<file path="src/hdl/fcp_pkg.sv">
// Shared widths, constants and types of the focal point phase drive.
// Depends on nothing; imported by every module of the block.
`default_nettype none

package fcp_pkg;

	// coordinate and distance arithmetic
	localparam int COORD_W = 24;
	localparam int DIFF_W  = COORD_W + 1;
	localparam int SQ_W    = 2 * COORD_W + 1;
	localparam int SUM_W   = 2 * COORD_W + 2;
	localparam int ROOT_W  = SUM_W / 2;
	localparam int REM_W   = ROOT_W + 3;

	// wavelength and phase
	localparam int WL_W    = 16;
	localparam int PH_W    = 8;
	localparam int QP_W    = PH_W + 1;
	localparam int NUM_W   = WL_W + QP_W;
	localparam int DWORD_W = 16;
	localparam logic [WL_W-1:0]  WL_RESET    = 16'd2176;
	localparam logic [PH_W-1:0]  AMPLITUDE   = 8'hFF;
	localparam logic [PH_W-1:0]  PHASE_FULL  = 8'd255;
	localparam logic [QP_W-1:0]  PHASE_SCALE = 9'd510;

	// transducer addressing
	localparam int IDX_W          = 14;
	localparam int DEV_W          = 6;
	localparam int SLOT_W         = 8;
	localparam int TPU_W          = 11;
	localparam int TRANS_PER_UNIT = 249;
	localparam int MAX_DEVICES    = 64;
	localparam int RECIP_SH       = IDX_W + 10;
	localparam int RECIP_M        = (2 ** RECIP_SH) / TRANS_PER_UNIT;
	localparam int PROD_W         = IDX_W + RECIP_SH + 1;

	// configuration port
	localparam int CFG_W     = 24;
	localparam int CFG_IDX_W = 2;

	typedef enum logic [CFG_IDX_W-1:0] {
		CFG_FOCUS_X    = 2'd0,
		CFG_FOCUS_Y    = 2'd1,
		CFG_FOCUS_Z    = 2'd2,
		CFG_WAVELENGTH = 2'd3
	} cfg_reg_t;

	// device and slot travel alongside the distance math
	typedef struct packed {
		logic [DEV_W-1:0]  dev;
		logic [SLOT_W-1:0] slot;
	} tag_t;

endpackage

`default_nettype wire

</file>
<file path="src/hdl/fcp_sqdist.sv">
// Squared distance to the focal point and device/slot split of the index.
// Depends on fcp_pkg; three register stages under a common advance enable.
`default_nettype none

module fcp_sqdist import fcp_pkg::*; (
	input  wire logic                     clk,
	input  wire logic                     arst_n,
	input  wire logic                     en,
	input  wire logic                     in_v,
	input  wire logic [IDX_W-1:0]         idx,
	input  wire logic signed [COORD_W-1:0] pos_x,
	input  wire logic signed [COORD_W-1:0] pos_y,
	input  wire logic signed [COORD_W-1:0] pos_z,
	input  wire logic signed [COORD_W-1:0] focus_x,
	input  wire logic signed [COORD_W-1:0] focus_y,
	input  wire logic signed [COORD_W-1:0] focus_z,
	output logic                          out_v,
	output logic [SUM_W-1:0]              sum,
	output tag_t                          tag
);

	logic                     v_s1, v_s2, v_s3;
	logic signed [DIFF_W-1:0] dx_s1, dy_s1, dz_s1;
	logic [PROD_W-1:0]        prod_s1;
	logic [IDX_W-1:0]         idx_s1;
	logic [SQ_W-1:0]          sqx_s2, sqy_s2, sqz_s2;
	logic [IDX_W:0]           r_s2;
	logic [IDX_W-1:0]         q_s2;
	logic [SUM_W-1:0]         sum_s3;
	tag_t                     tag_s3;

	logic [DIFF_W-1:0]        mx, my, mz;
	logic [IDX_W-1:0]         q_est;
	logic [IDX_W+TPU_W-1:0]   qt;
	logic [IDX_W-1:0]         q_fix;
	logic [IDX_W:0]           r_fix;

	// magnitudes of the differences and the reciprocal quotient estimate
	always_comb begin
		mx = (dx_s1 < 0) ? DIFF_W'(-dx_s1) : DIFF_W'(dx_s1);
		my = (dy_s1 < 0) ? DIFF_W'(-dy_s1) : DIFF_W'(dy_s1);
		mz = (dz_s1 < 0) ? DIFF_W'(-dz_s1) : DIFF_W'(dz_s1);
		q_est = prod_s1[RECIP_SH +: IDX_W];
		qt = (IDX_W+TPU_W)'(q_est) * (IDX_W+TPU_W)'(TRANS_PER_UNIT);
	end

	// correct the reciprocal quotient by one step
	always_comb begin
		if (r_s2 >= (IDX_W+1)'(TRANS_PER_UNIT)) begin
			q_fix = q_s2 + 1'b1;
			r_fix = r_s2 - (IDX_W+1)'(TRANS_PER_UNIT);
		end else begin
			q_fix = q_s2;
			r_fix = r_s2;
		end
	end

	// advance valid bits
	always_ff @(posedge clk or negedge arst_n) begin
		if (!arst_n) begin
			v_s1 <= 1'b0;
			v_s2 <= 1'b0;
			v_s3 <= 1'b0;
		end else if (en) begin
			v_s1 <= in_v;
			v_s2 <= v_s1;
			v_s3 <= v_s2;
		end
	end

	// advance payload
	always_ff @(posedge clk) begin
		if (en) begin
			dx_s1   <= DIFF_W'(pos_x) - DIFF_W'(focus_x);
			dy_s1   <= DIFF_W'(pos_y) - DIFF_W'(focus_y);
			dz_s1   <= DIFF_W'(pos_z) - DIFF_W'(focus_z);
			prod_s1 <= PROD_W'(idx) * PROD_W'(RECIP_M);
			idx_s1  <= idx;

			sqx_s2 <= SQ_W'(mx) * SQ_W'(mx);
			sqy_s2 <= SQ_W'(my) * SQ_W'(my);
			sqz_s2 <= SQ_W'(mz) * SQ_W'(mz);
			q_s2   <= q_est;
			r_s2   <= {1'b0, idx_s1} - {1'b0, qt[IDX_W-1:0]};

			sum_s3      <= SUM_W'(sqx_s2) + SUM_W'(sqy_s2) + SUM_W'(sqz_s2);
			tag_s3.dev  <= DEV_W'(q_fix % MAX_DEVICES);
			tag_s3.slot <= r_fix[SLOT_W-1:0];
		end
	end

	assign out_v = v_s3;
	assign sum   = sum_s3;
	assign tag   = tag_s3;

endmodule

`default_nettype wire

</file>
<file path="config.mk">
export PLATFORM = sky130hd
export DESIGN_NAME = fcp_sqdist
export DESIGN_NICKNAME = d
export VERILOG_FILES = /design/src/hdl/fcp_pkg.sv /design/src/hdl/fcp_sqdist.sv
export SDC_FILE = /design/constraint.sdc
export NUM_CORES = 2
export LEC_CHECK = 0
export BUFFER_PORTS_ARGS = -buffer_cell sky130_fd_sc_hd__buf_2
export CAP_MARGIN = 5
export CORE_ASPECT_RATIO = 0.9
export CORE_MARGIN = 5
export CORE_UTILIZATION = 65
export DETAILED_ROUTE_END_ITERATION = 8
export GPL_ROUTABILITY_DRIVEN = 0
export PLACE_DENSITY = 0.83
export SLEW_MARGIN = 20
export SYNTH_ARGS = -nofsm -noshare
export SYNTH_HDL_FRONTEND = slang
export SYNTH_SLANG_ARGS = --single-unit
</file>
<file path="constraint.sdc">
create_clock -name clk -period 11.35 [get_ports clk]
set_input_delay 2.27 -clock clk [delete_from_list [all_inputs] [get_ports clk]]
set_output_delay 2.27 -clock clk [all_outputs]
set_load 0.05 [all_outputs]
</file>
==> impl_metrics.json <==
{
  "synth_edf_count": 325,
  "start_util_pct": 65.5,
  "critPathLaunch": "dy_s1[5]",
  "max_slew.worst_pin.slew_ns": 1.07,
  "wl_per_cell_um": 19.5,
  "period_share_pct": 95.1,
  "cts_buffer_depth": 3,
  "critPathSlowestCell": "or4_4",
  "failed_checks": "antenna rules, DRC",
  "grt_max_degree": 116,
  "grtUsageTotal_pct": 31.4,
  "antenna_found_initial": 2,
  "fin_ws_ns": 0.555,
  "die_h_um": 330,
  "criticalPathCategory": "flop to flop",
  "synth_largest_area_cell": "fa_1",
  "clock_sinks": 328,
  "layout_common_cells": "2236 x inv_1, 1524 x fa_1, 798 x ha_1, 623 x nand2_1, 527 x nor2_1",
  "post_cts_buffers": 0,
  "cts_tree": "done",
  "dp.cells": 9419,
  "finClkSkew_ns": 0.0454,
  "fmax_mhz": 92.6,
  "layout.cells.most_common": "inv_1",
  "fin_cells": 9495,
  "end_kind": "flop",
  "antenna_left": 1,
  "core_sq_um": 113000,
  "vias": 53800,
  "clk_latency_ns": 0.62,
  "hold_path_class": "flop to flop",
  "port-buffer-count": 226,
  "numCtsBuffers": 40,
  "synth_seq_area_share_pct": 13.3,
  "async_flop_share_pct": 0.915,
  "path_max_fanout": 15,
  "root_buffer": "clkbuf_16",
  "netlist_area_sq_um": 74200,
  "area_growth_pct": 6.53,
  "cpMostUsedCell": "inv_1",
  "dp_hpwl_mm": 154,
  "drtIter0Drc": 4746,
  "avgSynthCellArea_sq_um": 9.65,
  "avgViaCountPerCell": 5.67,
  "relSlewSlack_pct": 28.4,
  "grt_pass1_vias": 59200,
  "ys_types": 87,
  "drive_above_1_share_pct": 5.65,
  "rsz0062_at_grt": "false",
  "synth_top_cell_area_share_pct": 41.1,
  "max_cap_violations": 0,
  "crit_required_ns": 11.69,
  "fin_crit_ns": 10.79,
  "placed_area_sq_um": 77600,
  "die-width_um": 366,
  "stdcell_area_sq_um": 79000,
  "rows": 117,
  "grt-ovfl-total": 0,
  "ys_top_cells_by_area": "fa_1 41%, ha_1 13%, edfxtp_1 13%",
  "h-tree-depth": 2,
  "cts.clk_slew.worst_paths_ns": 0.06,
  "timing.final.max_slew_violations": 0,
  "dieArea_sq_um": 121000,
  "ios": 227,
  "cp-start-kind": "flop",
  "yosys_warnings": 0,
  "tns_ns": 0,
  "critPathMaxStageDelay_ns": 0.58,
  "status": "complete, but fails checks",
  "hold_viol_final": 0,
  "syn_inst": 7689,
  "ys.flop_type": "edfxtp_1",
  "firstDrtPassIters": 9,
  "ys_ff_latch": 328,
  "cp.arrival_ns": 11.14,
  "nets": 10500,
  "drc": 1,
  "wirelength_mm": 185,
  "rr_startpoint": "dy_s1[5]",
  "dpl_worst_slack_ns": 0.769,
  "grt_pass1_wl_mm": 301,
  "setup_viol": 0,
  "hold_path.startpoint": "v_s1"
}
[what timing repair did]
item                       4_1_cts  5_1_grt
resized for setup                0        1
setup endpoints to repair        0        2
hold buffers                     0        0
[metal layers]
| layer | part of all wire, % | global-route usage (%) | vias up |
|---|---|---|---|
| met3 | 11 | 8.04 | 732 |
| met2 | 46 | 51.2 | 2830 |
| met1 | 37 | 40.7 | 26500 |
| li1 | - | - | 23800 |
| met4 | 5.0 | 12.8 | 2 |
| met5 | 0.0065 | 0 | - |
[synthesized netlist by cell type, types with 47 or more instances]
master       n
inv_1     2236
fa_1      1524
ha_1       798
nand2_1    623
nor2_1     527
edfxtp_1   325
xnor2_1    241
a21oi_1    231
a21o_1     138
o21ai_0    134
clkbuf_1   122
xor2_1     118
nand3_1     51
nor2b_1     47
[final cells by class]
type | instances | area [sq um]
clock buffers | 45 | 1060
multi-input cells | 5020 | 55600
fillers | 8192 | 34200
clock inverters | 26 | 288
well taps | 1487 | 1860
inverters | 2259 | 8480
diodes | 5 | 12.5
flip-flops and latches | 328 | 9830
repair buffers | 325 | 1880
[critical path, delay by kind of cell, from the launching register on]
family	cells	cell delay [ns]
adders and majority gates	8	3.86
AOI/OAI and AO/OA	9	2.86
and+or+nand+nor	7	1.99
buffers and inverters	10	1.03
DFF	1	0.50
xor gates and xnor gates	2	0.28
[registers in the layout (all words and copies together) (netlist names), 15 cells and up]
| signal | count |
|---|---|
| sqx_s2 | 48 |
| dx_s1 | 25 |
| dz_s1 | 25 |
| r_s2 | 15 |
| sqy_s2 | 48 |
| dy_s1 | 25 |
| sum | 50 |
| sqz_s2 | 48 |
[final timing paths]
path	slack [ns]	cells after the start	endpoint
min in group asynchronous	1.45	1	out_v
hold reg to reg	0.52	1	v_s2
setup reg to reg	0.56	36	sqy_s2[47]
hold / removal	0.52	1	v_s2
max in group asynchronous	9.80	1	v_s1
setup / recovery	0.56	36	sqy_s2[47]
[stage by stage]
step	util [%]	hold slack [ns]
global placement	68.6	0.485
CTS	69.8	0.519
detailed placement	68.6	0.504
floorplan	-	0.424
global route	69.8	0.545
finish	69.8	0.519
[cell families after synthesis]
family	share of synthesized area, %
compound gates	6.87
buf+inv	12.2
mux	0.130
fa+ha+maj	54.6
xor+xnor	4.32
flops	13.3
simple gates	8.65
other cells	0.0101
Power is left out: the tool's default activity adds up to more than one toggle a clock period on the data nets, which glitch-free logic cannot reach.
