**src/hdl/fcp_pkg.sv**
```systemverilog
// Shared widths, constants and types of the focal point phase drive.
// Depends on nothing; imported by every module of the block.
`default_nettype none

package fcp_pkg;

	// coordinate and distance arithmetic
	localparam int COORD_W = 24;
	localparam int DIFF_W  = COORD_W + 1;
	localparam int SQ_W    = 2 * COORD_W + 1;
	localparam int SUM_W   = 2 * COORD_W + 2;
	localparam int ROOT_W  = SUM_W / 2;
	localparam int REM_W   = ROOT_W + 3;

	// wavelength and phase
	localparam int WL_W    = 16;
	localparam int PH_W    = 8;
	localparam int QP_W    = PH_W + 1;
	localparam int NUM_W   = WL_W + QP_W;
	localparam int DWORD_W = 16;
	localparam logic [WL_W-1:0]  WL_RESET    = 16'd2176;
	localparam logic [PH_W-1:0]  AMPLITUDE   = 8'hFF;
	localparam logic [PH_W-1:0]  PHASE_FULL  = 8'd255;
	localparam logic [QP_W-1:0]  PHASE_SCALE = 9'd510;

	// transducer addressing
	localparam int IDX_W          = 14;
	localparam int DEV_W          = 6;
	localparam int SLOT_W         = 8;
	localparam int TPU_W          = 11;
	localparam int TRANS_PER_UNIT = 249;
	localparam int MAX_DEVICES    = 64;
	localparam int RECIP_SH       = IDX_W + 10;
	localparam int RECIP_M        = (2 ** RECIP_SH) / TRANS_PER_UNIT;
	localparam int PROD_W         = IDX_W + RECIP_SH + 1;

	// configuration port
	localparam int CFG_W     = 24;
	localparam int CFG_IDX_W = 2;

	typedef enum logic [CFG_IDX_W-1:0] {
		CFG_FOCUS_X    = 2'd0,
		CFG_FOCUS_Y    = 2'd1,
		CFG_FOCUS_Z    = 2'd2,
		CFG_WAVELENGTH = 2'd3
	} cfg_reg_t;

	// device and slot travel alongside the distance math
	typedef struct packed {
		logic [DEV_W-1:0]  dev;
		logic [SLOT_W-1:0] slot;
	} tag_t;

endpackage

`default_nettype wire

```
**src/hdl/fcp_isqrt.sv**
```systemverilog
// Pipelined digit-by-digit integer square root, one root bit per stage.
// Depends on fcp_pkg; gives the floor root and the remainder.
`default_nettype none

module fcp_isqrt import fcp_pkg::*; (
	input  wire logic              clk,
	input  wire logic              arst_n,
	input  wire logic              en,
	input  wire logic              in_v,
	input  wire logic [SUM_W-1:0]  rad,
	input  tag_t                   in_tag,
	output logic                   out_v,
	output logic [ROOT_W-1:0]      root,
	output logic [REM_W-1:0]       rem,
	output tag_t                   tag
);

	localparam int N = ROOT_W;

	logic              v_s    [0:N];
	logic [SUM_W-1:0]  rad_s  [0:N];
	logic [ROOT_W-1:0] root_s [0:N];
	logic [REM_W-1:0]  rem_s  [0:N];
	tag_t              tag_s  [0:N];

	assign v_s[0]    = in_v;
	assign rad_s[0]  = rad;
	assign root_s[0] = '0;
	assign rem_s[0]  = '0;
	assign tag_s[0]  = in_tag;

	for (genvar k = 0; k < N; k++) begin : g_step
		logic [REM_W-1:0] rem_sh;
		logic [REM_W-1:0] trial;
		logic             ge;

		// bring down two radicand bits and try the next root bit
		always_comb begin
			rem_sh = {rem_s[k][REM_W-3:0], rad_s[k][SUM_W-1 -: 2]};
			trial  = {1'b0, root_s[k], 2'b01};
			ge     = (rem_sh >= trial);
		end

		always_ff @(posedge clk or negedge arst_n) begin
			if (!arst_n) begin
				v_s[k+1] <= 1'b0;
			end else if (en) begin
				v_s[k+1] <= v_s[k];
			end
		end

		always_ff @(posedge clk) begin
			if (en) begin
				rad_s[k+1]  <= {rad_s[k][SUM_W-3:0], 2'b00};
				root_s[k+1] <= {root_s[k][ROOT_W-2:0], ge};
				rem_s[k+1]  <= ge ? (rem_sh - trial) : rem_sh;
				tag_s[k+1]  <= tag_s[k];
			end
		end
	end

	assign out_v = v_s[N];
	assign root  = root_s[N];
	assign rem   = rem_s[N];
	assign tag   = tag_s[N];

endmodule

`default_nettype wire

```
**config.mk**
```make
export PLATFORM = sky130hd
export DESIGN_NAME = fcp_isqrt
export DESIGN_NICKNAME = d
export VERILOG_FILES = /design/src/hdl/fcp_pkg.sv /design/src/hdl/fcp_isqrt.sv
export SDC_FILE = /design/constraint.sdc
export NUM_CORES = 2
export LEC_CHECK = 0
export BUFFER_PORTS_ARGS = -buffer_cell sky130_fd_sc_hd__buf_4
export CAP_MARGIN = 20
export CELL_PAD_IN_SITES_DETAIL_PLACEMENT = 1
export CELL_PAD_IN_SITES_GLOBAL_PLACEMENT = 1
export CORE_ASPECT_RATIO = 1.2
export CORE_MARGIN = 2
export CORE_UTILIZATION = 51
export CTS_BUF_LIST = sky130_fd_sc_hd__clkbuf_16
export DETAILED_ROUTE_END_ITERATION = 10
export PLACE_DENSITY_LB_ADDON = 0.1
export SYNTH_ARGS = -nofsm -noshare
export SYNTH_HDL_FRONTEND = slang
export SYNTH_SLANG_ARGS = --single-unit
```
**constraint.sdc**
```tcl
create_clock -name clk -period 3.46 [get_ports clk]
set_input_delay 0.346 -clock clk [delete_from_list [all_inputs] [get_ports clk]]
set_output_delay 0.346 -clock clk [all_outputs]
set_load 0.01 [all_outputs]
```
==> flow_metrics.py <==
metrics = {
    "power": {
        "netSwitchingFraction_pct": 26.9,
        "power_frac_clock_pct": 32.5,
        "power.total_mw": 62.7,
        "switchingPower_mw": 16.9,
        "p_int_mw": 45.8,
        "pwr_density_cell_nw_per_um2": 659,
        "seqPwrFrac_pct": 49.1,
        "p_leak_nw": 36.4,
        "power_frac_comb_pct": 18.4,
        "peakVddDrop_v": 0.000494,
    },
    "yosys": {
        "syn_inst": 5933,
        "synth.most_common_cell": "edfxtp_1",
        "synth_cell_type_count": 90,
        "synth_edf_count": 1892,
        "synth.area.top_cells": "edfxtp_1 (68%), ha_1 (5.3%), xnor2_1 (2.9%), xor2_1 (2.4%), a21oi_1 (2.3%)",
        "yosysTopAreaCellShare_pct": 68.3,
        "synthArstFlopShare_pct": 1.30,
        "syn_nets": 6355,
        "yosysTopAreaCell": "edfxtp_1",
        "ys_ff_latch": 1917,
        "ys.flop_type": "edfxtp_1",
        "synthTopCellsByCount": "edfxtp_1 (1892), inv_1 (449), a21oi_1 (375)",
        "netlist_area_um2": 83200,
        "avgSynthCellArea_um2": 14.0,
        "ys_seq_area_share_pct": 69.0,
        "ys_warn_count": 0,
    },
    "clock_tree": {
        "clk_latency_ns": 0.83,
        "htreeDepth": 4,
        "clk_path_buf_depth": 3,
        "cts_root_buf": "clkbuf_16",
        "cts_tree": "done",
        "cts_buffers": 190,
        "cts_num_sinks": 1917,
        "clk_pin_slew_ns": 0.06,
    },
    "sta": {
        "drv_slew": 0,
        "worstMarginPinSlew_ns": 0.862,
        "finClkSkew_ns": 0.0458,
        "fmax_ghz": 0.296,
        "slew-limit-headroom_pct": 42.0,
        "finalHoldViolCount": 0,
        "period_minus_slack_ns": 3.38,
        "setup_ws_ns": 0.0794,
        "setup_viol": 0,
        "period_share_pct": 97.7,
    },
    "drt": {
        "viasPerCell": 5.50,
        "ant_nets": 0,
        "drc": 0,
        "vias": 47801,
        "drt_iter0_drc": 2842,
        "wl_per_cell_um": 19.8,
        "drt-pass1-iter-count": 5,
        "drt_wl_total_um": 172000,
    },
    "hold_path": {
        "min_from": "rad[7]",
        "hp-class": "input port to flip-flop",
    },
    "floorplan": {
        "start_util_pct": 51.3,
        "die_w_um": 373,
        "coreArea_um2": 162000,
        "die_h_um": 447,
        "dieArea_um2": 166000,
        "ios": 136,
        "rows": 162,
    },
    "grt": {
        "grt_max_degree": 99,
        "gr-total-overflow": 0,
        "grt_pass1_wl_um": 275000,
        "grt_pass1_vias": 50655,
        "grtUsageTotal_pct": 20.8,
        "grt_antenna_before_repair": 9,
    },
    "layout": {
        "fillers": 15434,
        "multiInputGateArea_um2": 23700,
        "fin_nets": 6813,
        "final_area_um2": 95200,
        "final_core_util_pct": 58.6,
        "drive_gt1_share_pct": 11.0,
        "instances_no_fill": 8684,
        "synthToLayoutAreaGrowth_pct": 14.4,
        "register_area_um2": 57400,
    },
    "critical_path": {
        "crit_path_start_kind": "flip-flop",
        "crit_required_ns": 4.04,
        "critPathCaptureType": "flip-flop",
        "crit_type": "flip-flop to flip-flop",
        "path_cells": "ha_1 > nor2b_1 > o21a_1 > o21ai_1 > a21oi_1 > a2111oi_2 > buf_4 > nor4bb_1 > o41a_1 > or3_1 > a31o_1",
        "crit_path_max_incr_delay_ns": 0.47,
        "r2r_start": "g_step[23].rem_sh[2]",
        "critPathSlowestCell": "o41a_1",
        "arrival_ns": 3.96,
        "critPathMaxFanout": 5,
        "startpoint": "g_step[23].rem_sh[2]",
    },
    "placement": {
        "hpwl_um": 124000,
        "place_area_um2": 88200,
        "place.gp.congestion": 0.884,
        "numPortBuffers": 135,
        "dpl.cell_count": 8260,
        "dp_slack_ns": -0.0931,
    },
    "run": {
        "cap_violations": 0,
    },
    "status": {
        "status": "finished, final reports clean",
    },
}
-- layout make-up --
type	instances	area share (%)
sequential	1917	60.3
tap	2132	2.80
inverter	456	1.80
multi-input combinational	3448	24.9
clock inverter	160	1.49
clock buffer	192	5.05
antenna	1	0.00263
timing repair buffer	378	3.62
-- final timing paths --
check	end	slack, ns	cells past startpoint
min in group asynchronous	v_s[4]	0.60	4
hold / removal	rad_s[1209]	0.23	2
max in group asynchronous	v_s[17]	2.71	4
setup / recovery	g_step[24].rem_sh[24]	0.08	11
hold reg to reg	rad_s[772]	0.40	0
setup reg to reg	g_step[24].rem_sh[24]	0.08	11
-- through the flow --
step / hold WS, ns / setup TNS, ns
global placement: 0.258 / -0.331
CTS: 0.150 / 0
detailed placement: 0.266 / -0.562
floorplan: 0.0504 / 0
global route: 0.174 / -0.0341
finish: 0.232 / 0
-- critical path: cells and delay by family (launching register included) --
family                     cells  cell delay (ns)
AOI/OAI and AO/OA              6             1.59
adders and majority gates      1             0.37
buffers and inverters          1             0.21
DFF                            1             0.39
and+or+nand+nor                3             0.55
-- kinds of logic (layout without fill, tap and decap cells) --
logic type	count (synthesis)	after routing	share of synthesized area [%]
AOI/OAI and AO/OA	1080	1080	8.08
xor gates and xnor gates	507	507	5.33
adders and majority gates	354	354	5.32
buffers and inverters	568	1186	2.64
DFF	1917	1917	69.0
muxes	90	90	1.21
other	1	2	0.00451
and+or+nand+nor	1416	1416	8.40
-- registers in the layout (all words and copies together) (netlist names), 14 cells and up --
| signal | count |
|---|---|
| tag_s | 336 |
| rad_s | 552 |
| g_step.rem_sh | 637 |
| rem | 28 |
| tag | 14 |
| v_s | 24 |
| root | 25 |
| g_step.trial | 300 |
-- per-layer routing --
metal / wire [µm] / vias to the layer above / share of wire, % / GRT usage [%]
met5: 0 / - / 0 / 0
met4: 4830 / 0 / 2.8 / 6.57
met3: 5760 / 285 / 3.4 / 2.99
li1: - / 22944 / - / -
met1: 74000 / 23791 / 43 / 26.3
met2: 87200 / 781 / 51 / 36.8
-- layout by cell type, fill, tap and decap left out, types with 32 or more instances in the layout --
cell type and instances:
clkinv_2 34, edfxtp_1 1892, buf_12 33, a21oi_1 374, clkinv_1 46, nand2_1 343, o21ai_0 214, mux2_2 67
xor2_1 227, nor2b_1 56, clkbuf_16 192, ha_1 353, dlygate4sd3_1 69, buf_4 274, nor3_1 143, o21ai_1 32
nor4_1 66, nand2b_1 77, inv_1 479, o21a_1 81, a21o_1 118, nand4_1 47, or3_1 71, nand3_1 99
xnor2_1 280, nor2_1 354
-- timing repair --
| action | 4_1_cts | 5_1_grt |
|---|---|---|
| setup buffers | 0 | 1 |
| hold buffers | 70 | 0 |
| endpoints found under the hold margin | 92 | 0 |
| gates resized for setup | 1 | 22 |
| cloned | 0 | 0 |
| pin swaps | 0 | 2 |
| setup endpoints to repair | 11 | 63 |
-- power by group through the flow --
stage / clock (mW) / sequential [mW] / combinational [mW]
after floorplan: 0 / 30.6 / 7.88
after global placement: 0 / 31.1 / 11.0
after detailed placement: 0 / 31.2 / 11.4
after CTS: 21.0 / 30.8 / 11.6
after global routing: 21.8 / 31.0 / 12.9
final: 20.4 / 30.8 / 11.5
(Power assumes the default switching activity.)
