<file path="src/hdl/fcp_pkg.sv">
// Shared widths, constants and types of the focal point phase drive.
// Depends on nothing; imported by every module of the block.
`default_nettype none

package fcp_pkg;

	// coordinate and distance arithmetic
	localparam int COORD_W = 24;
	localparam int DIFF_W  = COORD_W + 1;
	localparam int SQ_W    = 2 * COORD_W + 1;
	localparam int SUM_W   = 2 * COORD_W + 2;
	localparam int ROOT_W  = SUM_W / 2;
	localparam int REM_W   = ROOT_W + 3;

	// wavelength and phase
	localparam int WL_W    = 16;
	localparam int PH_W    = 8;
	localparam int QP_W    = PH_W + 1;
	localparam int NUM_W   = WL_W + QP_W;
	localparam int DWORD_W = 16;
	localparam logic [WL_W-1:0]  WL_RESET    = 16'd2176;
	localparam logic [PH_W-1:0]  AMPLITUDE   = 8'hFF;
	localparam logic [PH_W-1:0]  PHASE_FULL  = 8'd255;
	localparam logic [QP_W-1:0]  PHASE_SCALE = 9'd510;

	// transducer addressing
	localparam int IDX_W          = 14;
	localparam int DEV_W          = 6;
	localparam int SLOT_W         = 8;
	localparam int TPU_W          = 11;
	localparam int TRANS_PER_UNIT = 249;
	localparam int MAX_DEVICES    = 64;
	localparam int RECIP_SH       = IDX_W + 10;
	localparam int RECIP_M        = (2 ** RECIP_SH) / TRANS_PER_UNIT;
	localparam int PROD_W         = IDX_W + RECIP_SH + 1;

	// configuration port
	localparam int CFG_W     = 24;
	localparam int CFG_IDX_W = 2;

	typedef enum logic [CFG_IDX_W-1:0] {
		CFG_FOCUS_X    = 2'd0,
		CFG_FOCUS_Y    = 2'd1,
		CFG_FOCUS_Z    = 2'd2,
		CFG_WAVELENGTH = 2'd3
	} cfg_reg_t;

	// device and slot travel alongside the distance math
	typedef struct packed {
		logic [DEV_W-1:0]  dev;
		logic [SLOT_W-1:0] slot;
	} tag_t;

endpackage

`default_nettype wire

</file>
<file path="src/hdl/fcp_phase.sv">
// Rounds the root, reduces it modulo the wavelength and scales it to a phase.
// Depends on fcp_pkg; bit-per-stage restoring modulo and division pipelines.
`default_nettype none

module fcp_phase import fcp_pkg::*; (
	input  wire logic               clk,
	input  wire logic               arst_n,
	input  wire logic               en,
	input  wire logic               in_v,
	input  wire logic [ROOT_W-1:0]  root,
	input  wire logic [REM_W-1:0]   rem,
	input  tag_t                    in_tag,
	input  wire logic [WL_W-1:0]    wl,
	output logic                    out_v,
	output logic [DEV_W-1:0]        dev,
	output logic [SLOT_W-1:0]       slot,
	output logic [DWORD_W-1:0]      drive
);

	localparam int MN = ROOT_W;
	localparam int DN = QP_W;

	// rounding stage
	logic              v_r_s1;
	logic [ROOT_W-1:0] dist_r_s1;
	tag_t              tag_r_s1;

	// modulo chain
	logic              mv_s   [0:MN];
	logic [ROOT_W-1:0] md_s   [0:MN];
	logic [WL_W-1:0]   mr_s   [0:MN];
	tag_t              mtag_s [0:MN];

	// numerator stage
	logic              v_n_s1;
	logic [NUM_W-1:0]  num_n_s1;
	tag_t              tag_n_s1;

	// division chain
	logic              dv_s   [0:DN];
	logic [NUM_W-1:0]  dn_s   [0:DN];
	logic [QP_W-1:0]   dq_s   [0:DN];
	tag_t              dtag_s [0:DN];

	// output register
	logic              v_o_s1;
	logic [DEV_W-1:0]  dev_o_s1;
	logic [SLOT_W-1:0] slot_o_s1;
	logic [PH_W-1:0]   ph_o_s1;

	logic [PH_W-1:0]   ph_sel;

	// round the root to nearest and prepare the numerator
	always_ff @(posedge clk or negedge arst_n) begin
		if (!arst_n) begin
			v_r_s1 <= 1'b0;
			v_n_s1 <= 1'b0;
			v_o_s1 <= 1'b0;
		end else if (en) begin
			v_r_s1 <= in_v;
			v_n_s1 <= mv_s[MN];
			v_o_s1 <= dv_s[DN];
		end
	end

	always_ff @(posedge clk) begin
		if (en) begin
			dist_r_s1 <= root + ROOT_W'(rem > REM_W'(root));
			tag_r_s1  <= in_tag;
			num_n_s1  <= NUM_W'(PHASE_SCALE) * NUM_W'(wl - mr_s[MN]) + NUM_W'(wl);
			tag_n_s1  <= mtag_s[MN];
		end
	end

	assign mv_s[0]   = v_r_s1;
	assign md_s[0]   = dist_r_s1;
	assign mr_s[0]   = '0;
	assign mtag_s[0] = tag_r_s1;

	for (genvar k = 0; k < MN; k++) begin : g_mod
		logic [WL_W:0] r_sh;
		logic          ge;

		// shift in one distance bit and drop one wavelength if it fits
		always_comb begin
			r_sh = {mr_s[k], md_s[k][ROOT_W-1]};
			ge   = (r_sh >= {1'b0, wl});
		end

		always_ff @(posedge clk or negedge arst_n) begin
			if (!arst_n) begin
				mv_s[k+1] <= 1'b0;
			end else if (en) begin
				mv_s[k+1] <= mv_s[k];
			end
		end

		always_ff @(posedge clk) begin
			if (en) begin
				md_s[k+1]   <= {md_s[k][ROOT_W-2:0], 1'b0};
				mr_s[k+1]   <= ge ? WL_W'(r_sh - {1'b0, wl}) : WL_W'(r_sh);
				mtag_s[k+1] <= mtag_s[k];
			end
		end
	end

	assign dv_s[0]   = v_n_s1;
	assign dn_s[0]   = num_n_s1;
	assign dq_s[0]   = '0;
	assign dtag_s[0] = tag_n_s1;

	for (genvar j = 0; j < DN; j++) begin : g_div
		logic [NUM_W-1:0] den_sh;
		logic             ge;

		// compare against twice the wavelength at this quotient weight
		always_comb begin
			den_sh = NUM_W'({wl, 1'b0}) << (DN - 1 - j);
			ge     = (dn_s[j] >= den_sh);
		end

		always_ff @(posedge clk or negedge arst_n) begin
			if (!arst_n) begin
				dv_s[j+1] <= 1'b0;
			end else if (en) begin
				dv_s[j+1] <= dv_s[j];
			end
		end

		always_ff @(posedge clk) begin
			if (en) begin
				dn_s[j+1]   <= ge ? (dn_s[j] - den_sh) : dn_s[j];
				dq_s[j+1]   <= {dq_s[j][QP_W-2:0], ge};
				dtag_s[j+1] <= dtag_s[j];
			end
		end
	end

	// zero wavelength or overflow saturates to full phase
	always_comb begin
		if (wl == '0 || dq_s[DN][QP_W-1]) begin
			ph_sel = PHASE_FULL;
		end else begin
			ph_sel = dq_s[DN][PH_W-1:0];
		end
	end

	always_ff @(posedge clk) begin
		if (en) begin
			dev_o_s1  <= dtag_s[DN].dev;
			slot_o_s1 <= dtag_s[DN].slot;
			ph_o_s1   <= ph_sel;
		end
	end

	assign out_v = v_o_s1;
	assign dev   = dev_o_s1;
	assign slot  = slot_o_s1;
	assign drive = {AMPLITUDE, ph_o_s1};

endmodule

`default_nettype wire

</file>
<file path="config.mk">
export PLATFORM = sky130hd
export DESIGN_NAME = fcp_phase
export DESIGN_NICKNAME = d
export VERILOG_FILES = /design/src/hdl/fcp_pkg.sv /design/src/hdl/fcp_phase.sv
export SDC_FILE = /design/constraint.sdc
export NUM_CORES = 2
export LEC_CHECK = 0
export ABC_AREA = 1
export BUFFER_PORTS_ARGS = -buffer_cell sky130_fd_sc_hd__buf_2
export CAP_MARGIN = 20
export CORE_ASPECT_RATIO = 1.1
export CORE_MARGIN = 2
export CORE_UTILIZATION = 42
export DETAILED_ROUTE_END_ITERATION = 7
export PLACE_DENSITY = 0.66
export SYNTH_ARGS = -nofsm -noshare
export SYNTH_HDL_FRONTEND = slang
export SYNTH_SLANG_ARGS = --single-unit
</file>
<file path="constraint.sdc">
create_clock -name clk -period 9.6 [get_ports clk]
set_input_delay 1.92 -clock clk [delete_from_list [all_inputs] [get_ports clk]]
set_output_delay 1.92 -clock clk [all_outputs]
set_load 0.05 [all_outputs]
</file>
==> flow_summary.json <==
{
  "status": "completed",
  "maxCapViolCount": 0,
  "grt_pass1_wl_mm": 277,
  "synthCells": 7589,
  "areaGrowthSynthToFinish_pct": 10.7,
  "finalSetupViolCount": 0,
  "crit_arrival_ns": 8.99,
  "synthTopCellsByArea": "edfxtp_1 (55%), ha_1 (9.3%), nand2_1 (6.0%), a21oi_1 (3.7%), inv_1 (3.2%)",
  "hold_depth": 0,
  "fin_crit_sh_pct": 87.9,
  "tritoncts": "yes",
  "worstSetupEndpointType": "flip-flop",
  "grt_pass1_vias": 53800,
  "layout.cells.most_common": "edfxtp_1",
  "critPathMaxStageDelay_ns": 0.54,
  "crit_type": "input port to flip-flop",
  "cts_inserted_buffers": 165,
  "tightestPinTransition_ns": 1.11,
  "synth_edf_count": 1521,
  "path_clk_slew_ns": 0.06,
  "fmax_ghz": 0.118,
  "period_minus_slack_ns": 8.44,
  "fin_nets": 8619,
  "dpl.hpwl_mm": 121,
  "worstHoldStart": "dq_s[72]",
  "maxSlewViolCount": 0,
  "vias_per_cell": 5.17,
  "gp_congestion": 0.895,
  "clkSinkCount": 1558,
  "path_delay_family": "adder cells",
  "yosysSeqAreaShare_pct": 55.7,
  "r2r-end": "num_n_s1[24]",
  "fp.dieW_um": 430,
  "ff2ff_path_depth": 35,
  "synth_top_area_share_pct": 54.6,
  "rows": 171,
  "wl_per_cell_um": 16.5,
  "hold_violations": 0,
  "worstPathMaxFanout": 5,
  "worstSkewPairLatency_ns": 0.82,
  "first_pass_iters": 5,
  "io_buffers": 109,
  "postRouteAntennaNets": 0,
  "cts_resized": 0,
  "skew_ns": 0.0345,
  "wl_mm": 174,
  "antenna_found_initial": 1,
  "grt_overflow": 0,
  "ys_types": 70,
  "synthFlopType": "edfxtp_1",
  "hp-class": "flip-flop to flip-flop",
  "grt_max_degree": 203,
  "r2r_slack_ns": 2.19,
  "route.detailed.drc": 0,
  "cp.required_ns": 10.14,
  "async_flop_share_pct": 2.37,
  "max_slew_margin_pct": 25.8,
  "min_to": "dq_s[64]",
  "io_pins": 118,
  "cts_setup_buffers": 0,
  "antennaDiodeCount": 0,
  "hold_buffers": 0,
  "start_kind": "input port",
  "final_layout_size_suffix_gt1_share_pct": 8.50,
  "avgSynthCellArea_um2": 11.0,
  "r2r_start": "mr_s[0]",
  "cts.htree.levels": 4,
  "yosys_warnings": 0,
  "track_usage_pct": 17.0,
  "drt_iter0_markers": 3768,
  "ys_seq_elements": 1558,
  "netlist_area_um2": 83700,
  "rsz0062_at_grt": "no",
  "die_area_um2": 203000,
  "clockBufferDepth": 3,
  "cpMaxStageDelayCell": "fa_1",
  "synth_largest_area_cell": "edfxtp_1",
  "cts_root_buffer": "clkbuf_16",
  "critPathBufInv": 8,
  "vias": 54500,
  "core_um2": 198000,
  "mostFrequentLayoutCells": "edfxtp_1 (1521), nand2_1 (1334), inv_1 (692)",
  "setup_tns_ns": 0,
  "fp.dieH_um": 472,
  "initial_core_util_pct": 42.3
}
[layout make-up]
| class | count | area, µm² |
|---|---|---|
| well taps | 2595 | 3250 |
| inverters | 721 | 2720 |
| clock inverters | 113 | 1230 |
| repair buffers | 161 | 1050 |
| flip-flops and latches | 1558 | 46600 |
| clock buffers | 190 | 4330 |
| fillers | 17800 | 105000 |
| multi-input cells | 5195 | 33400 |
[routing by layer]
metal | GRT usage, % | vias to the layer above | part of all wire [%]
li1 | - | 27200 | -
met2 | 28.2 | 1153 | 47
met4 | 6.27 | 0 | 3.4
met5 | 0 | - | 0
met1 | 22.4 | 25800 | 45
met3 | 2.63 | 357 | 4.6
[synthesized netlist by cell type (9+ instances only)]
master / instances
nand3_1: 316
a21o_1: 74
dfrtp_1: 37
or2_1: 19
buf_6: 37
nand4_1: 92
nor4_1: 46
inv_2: 12
o21ai_2: 44
xor2_1: 284
buf_2: 25
nand2_2: 15
a21oi_1: 613
clkbuf_1: 20
a31oi_1: 34
edfxtp_1: 1521
nand2_1: 1334
inv_1: 707
xnor2_1: 203
nor3_1: 69
o21ai_0: 211
ha_1: 625
a21boi_0: 31
o21bai_1: 35
o211ai_1: 10
buf_4: 38
or2_2: 13
o21ai_1: 200
nor2_1: 586
a21boi_1: 23
or2_4: 9
fa_1: 105
a21oi_2: 113
[how the worst max path moves through the flow]
| stage | slack [ns] | start | cells past startpoint | to |
|---|---|---|---|---|
| floorplan | 0.88 | wl[1] | 33 | num_n_s1[24] |
| global placement | 0.27 | wl[0] | 37 | num_n_s1[24] |
| detailed placement | 0.30 | wl[0] | 37 | num_n_s1[24] |
| CTS | 1.17 | wl[0] | 37 | num_n_s1[24] |
| global route | 0.70 | wl[0] | 37 | num_n_s1[24] |
| finish | 1.16 | wl[0] | 37 | num_n_s1[24] |
[per-stage QoR]
| step | util (%) | hold slack, ns | cell area (µm²) | instances | setup WS [ns] |
|---|---|---|---|---|---|
| 5_1_grt | 46.8 | 0.408 | 92600 | 10500 | 0.697 |
| 3_5_place_dp | 44.0 | 0.405 | 87000 | 10200 | 0.300 |
| 4_1_cts | 46.8 | 0.403 | 92600 | 10500 | 1.17 |
| 3_3_place_gp | 44.0 | 0.400 | 87000 | 10200 | 0.271 |
| 2_1_floorplan | - | 0.400 | 83700 | 7596 | 0.881 |
| 6_report | 46.8 | 0.403 | 92600 | 10500 | 1.16 |
[registers in the layout (all words and copies together), names as in the netlist, 45 cells and up]
signal,flops
md_s,276
dq_s,45
dn_s,200
g_mod.r_sh,408
mtag_s,364
dtag_s,140
[worst reg2reg max path, delay by kind of cell (launching register included)]
| family | cells | cell delay, ns |
|---|---|---|
| AOI/OAI and AO/OA | 5 | 1.13 |
| xor gates and xnor gates | 3 | 0.41 |
| adders and majority gates | 8 | 3.25 |
| buffers and inverters | 6 | 0.37 |
| DFF | 1 | 0.39 |
| and+or+nand+nor | 13 | 1.59 |
[cells by family after synthesis]
kind of cell,after synthesis,share of synthesized area (%)
AO/OA/AOI/OAI,1423,9.93
AND/OR/NAND/NOR,2545,13.0
buffers and inverters,843,4.35
XOR/XNOR,488,5.13
flip-flops,1558,55.7
adder cells (fa/ha/maj),730,11.9
other,1,0.00448
multiplexers,1,0.0135
Power is not shown: default switching activity piles up to over one toggle a cycle in this logic, so the estimate is an artifact.
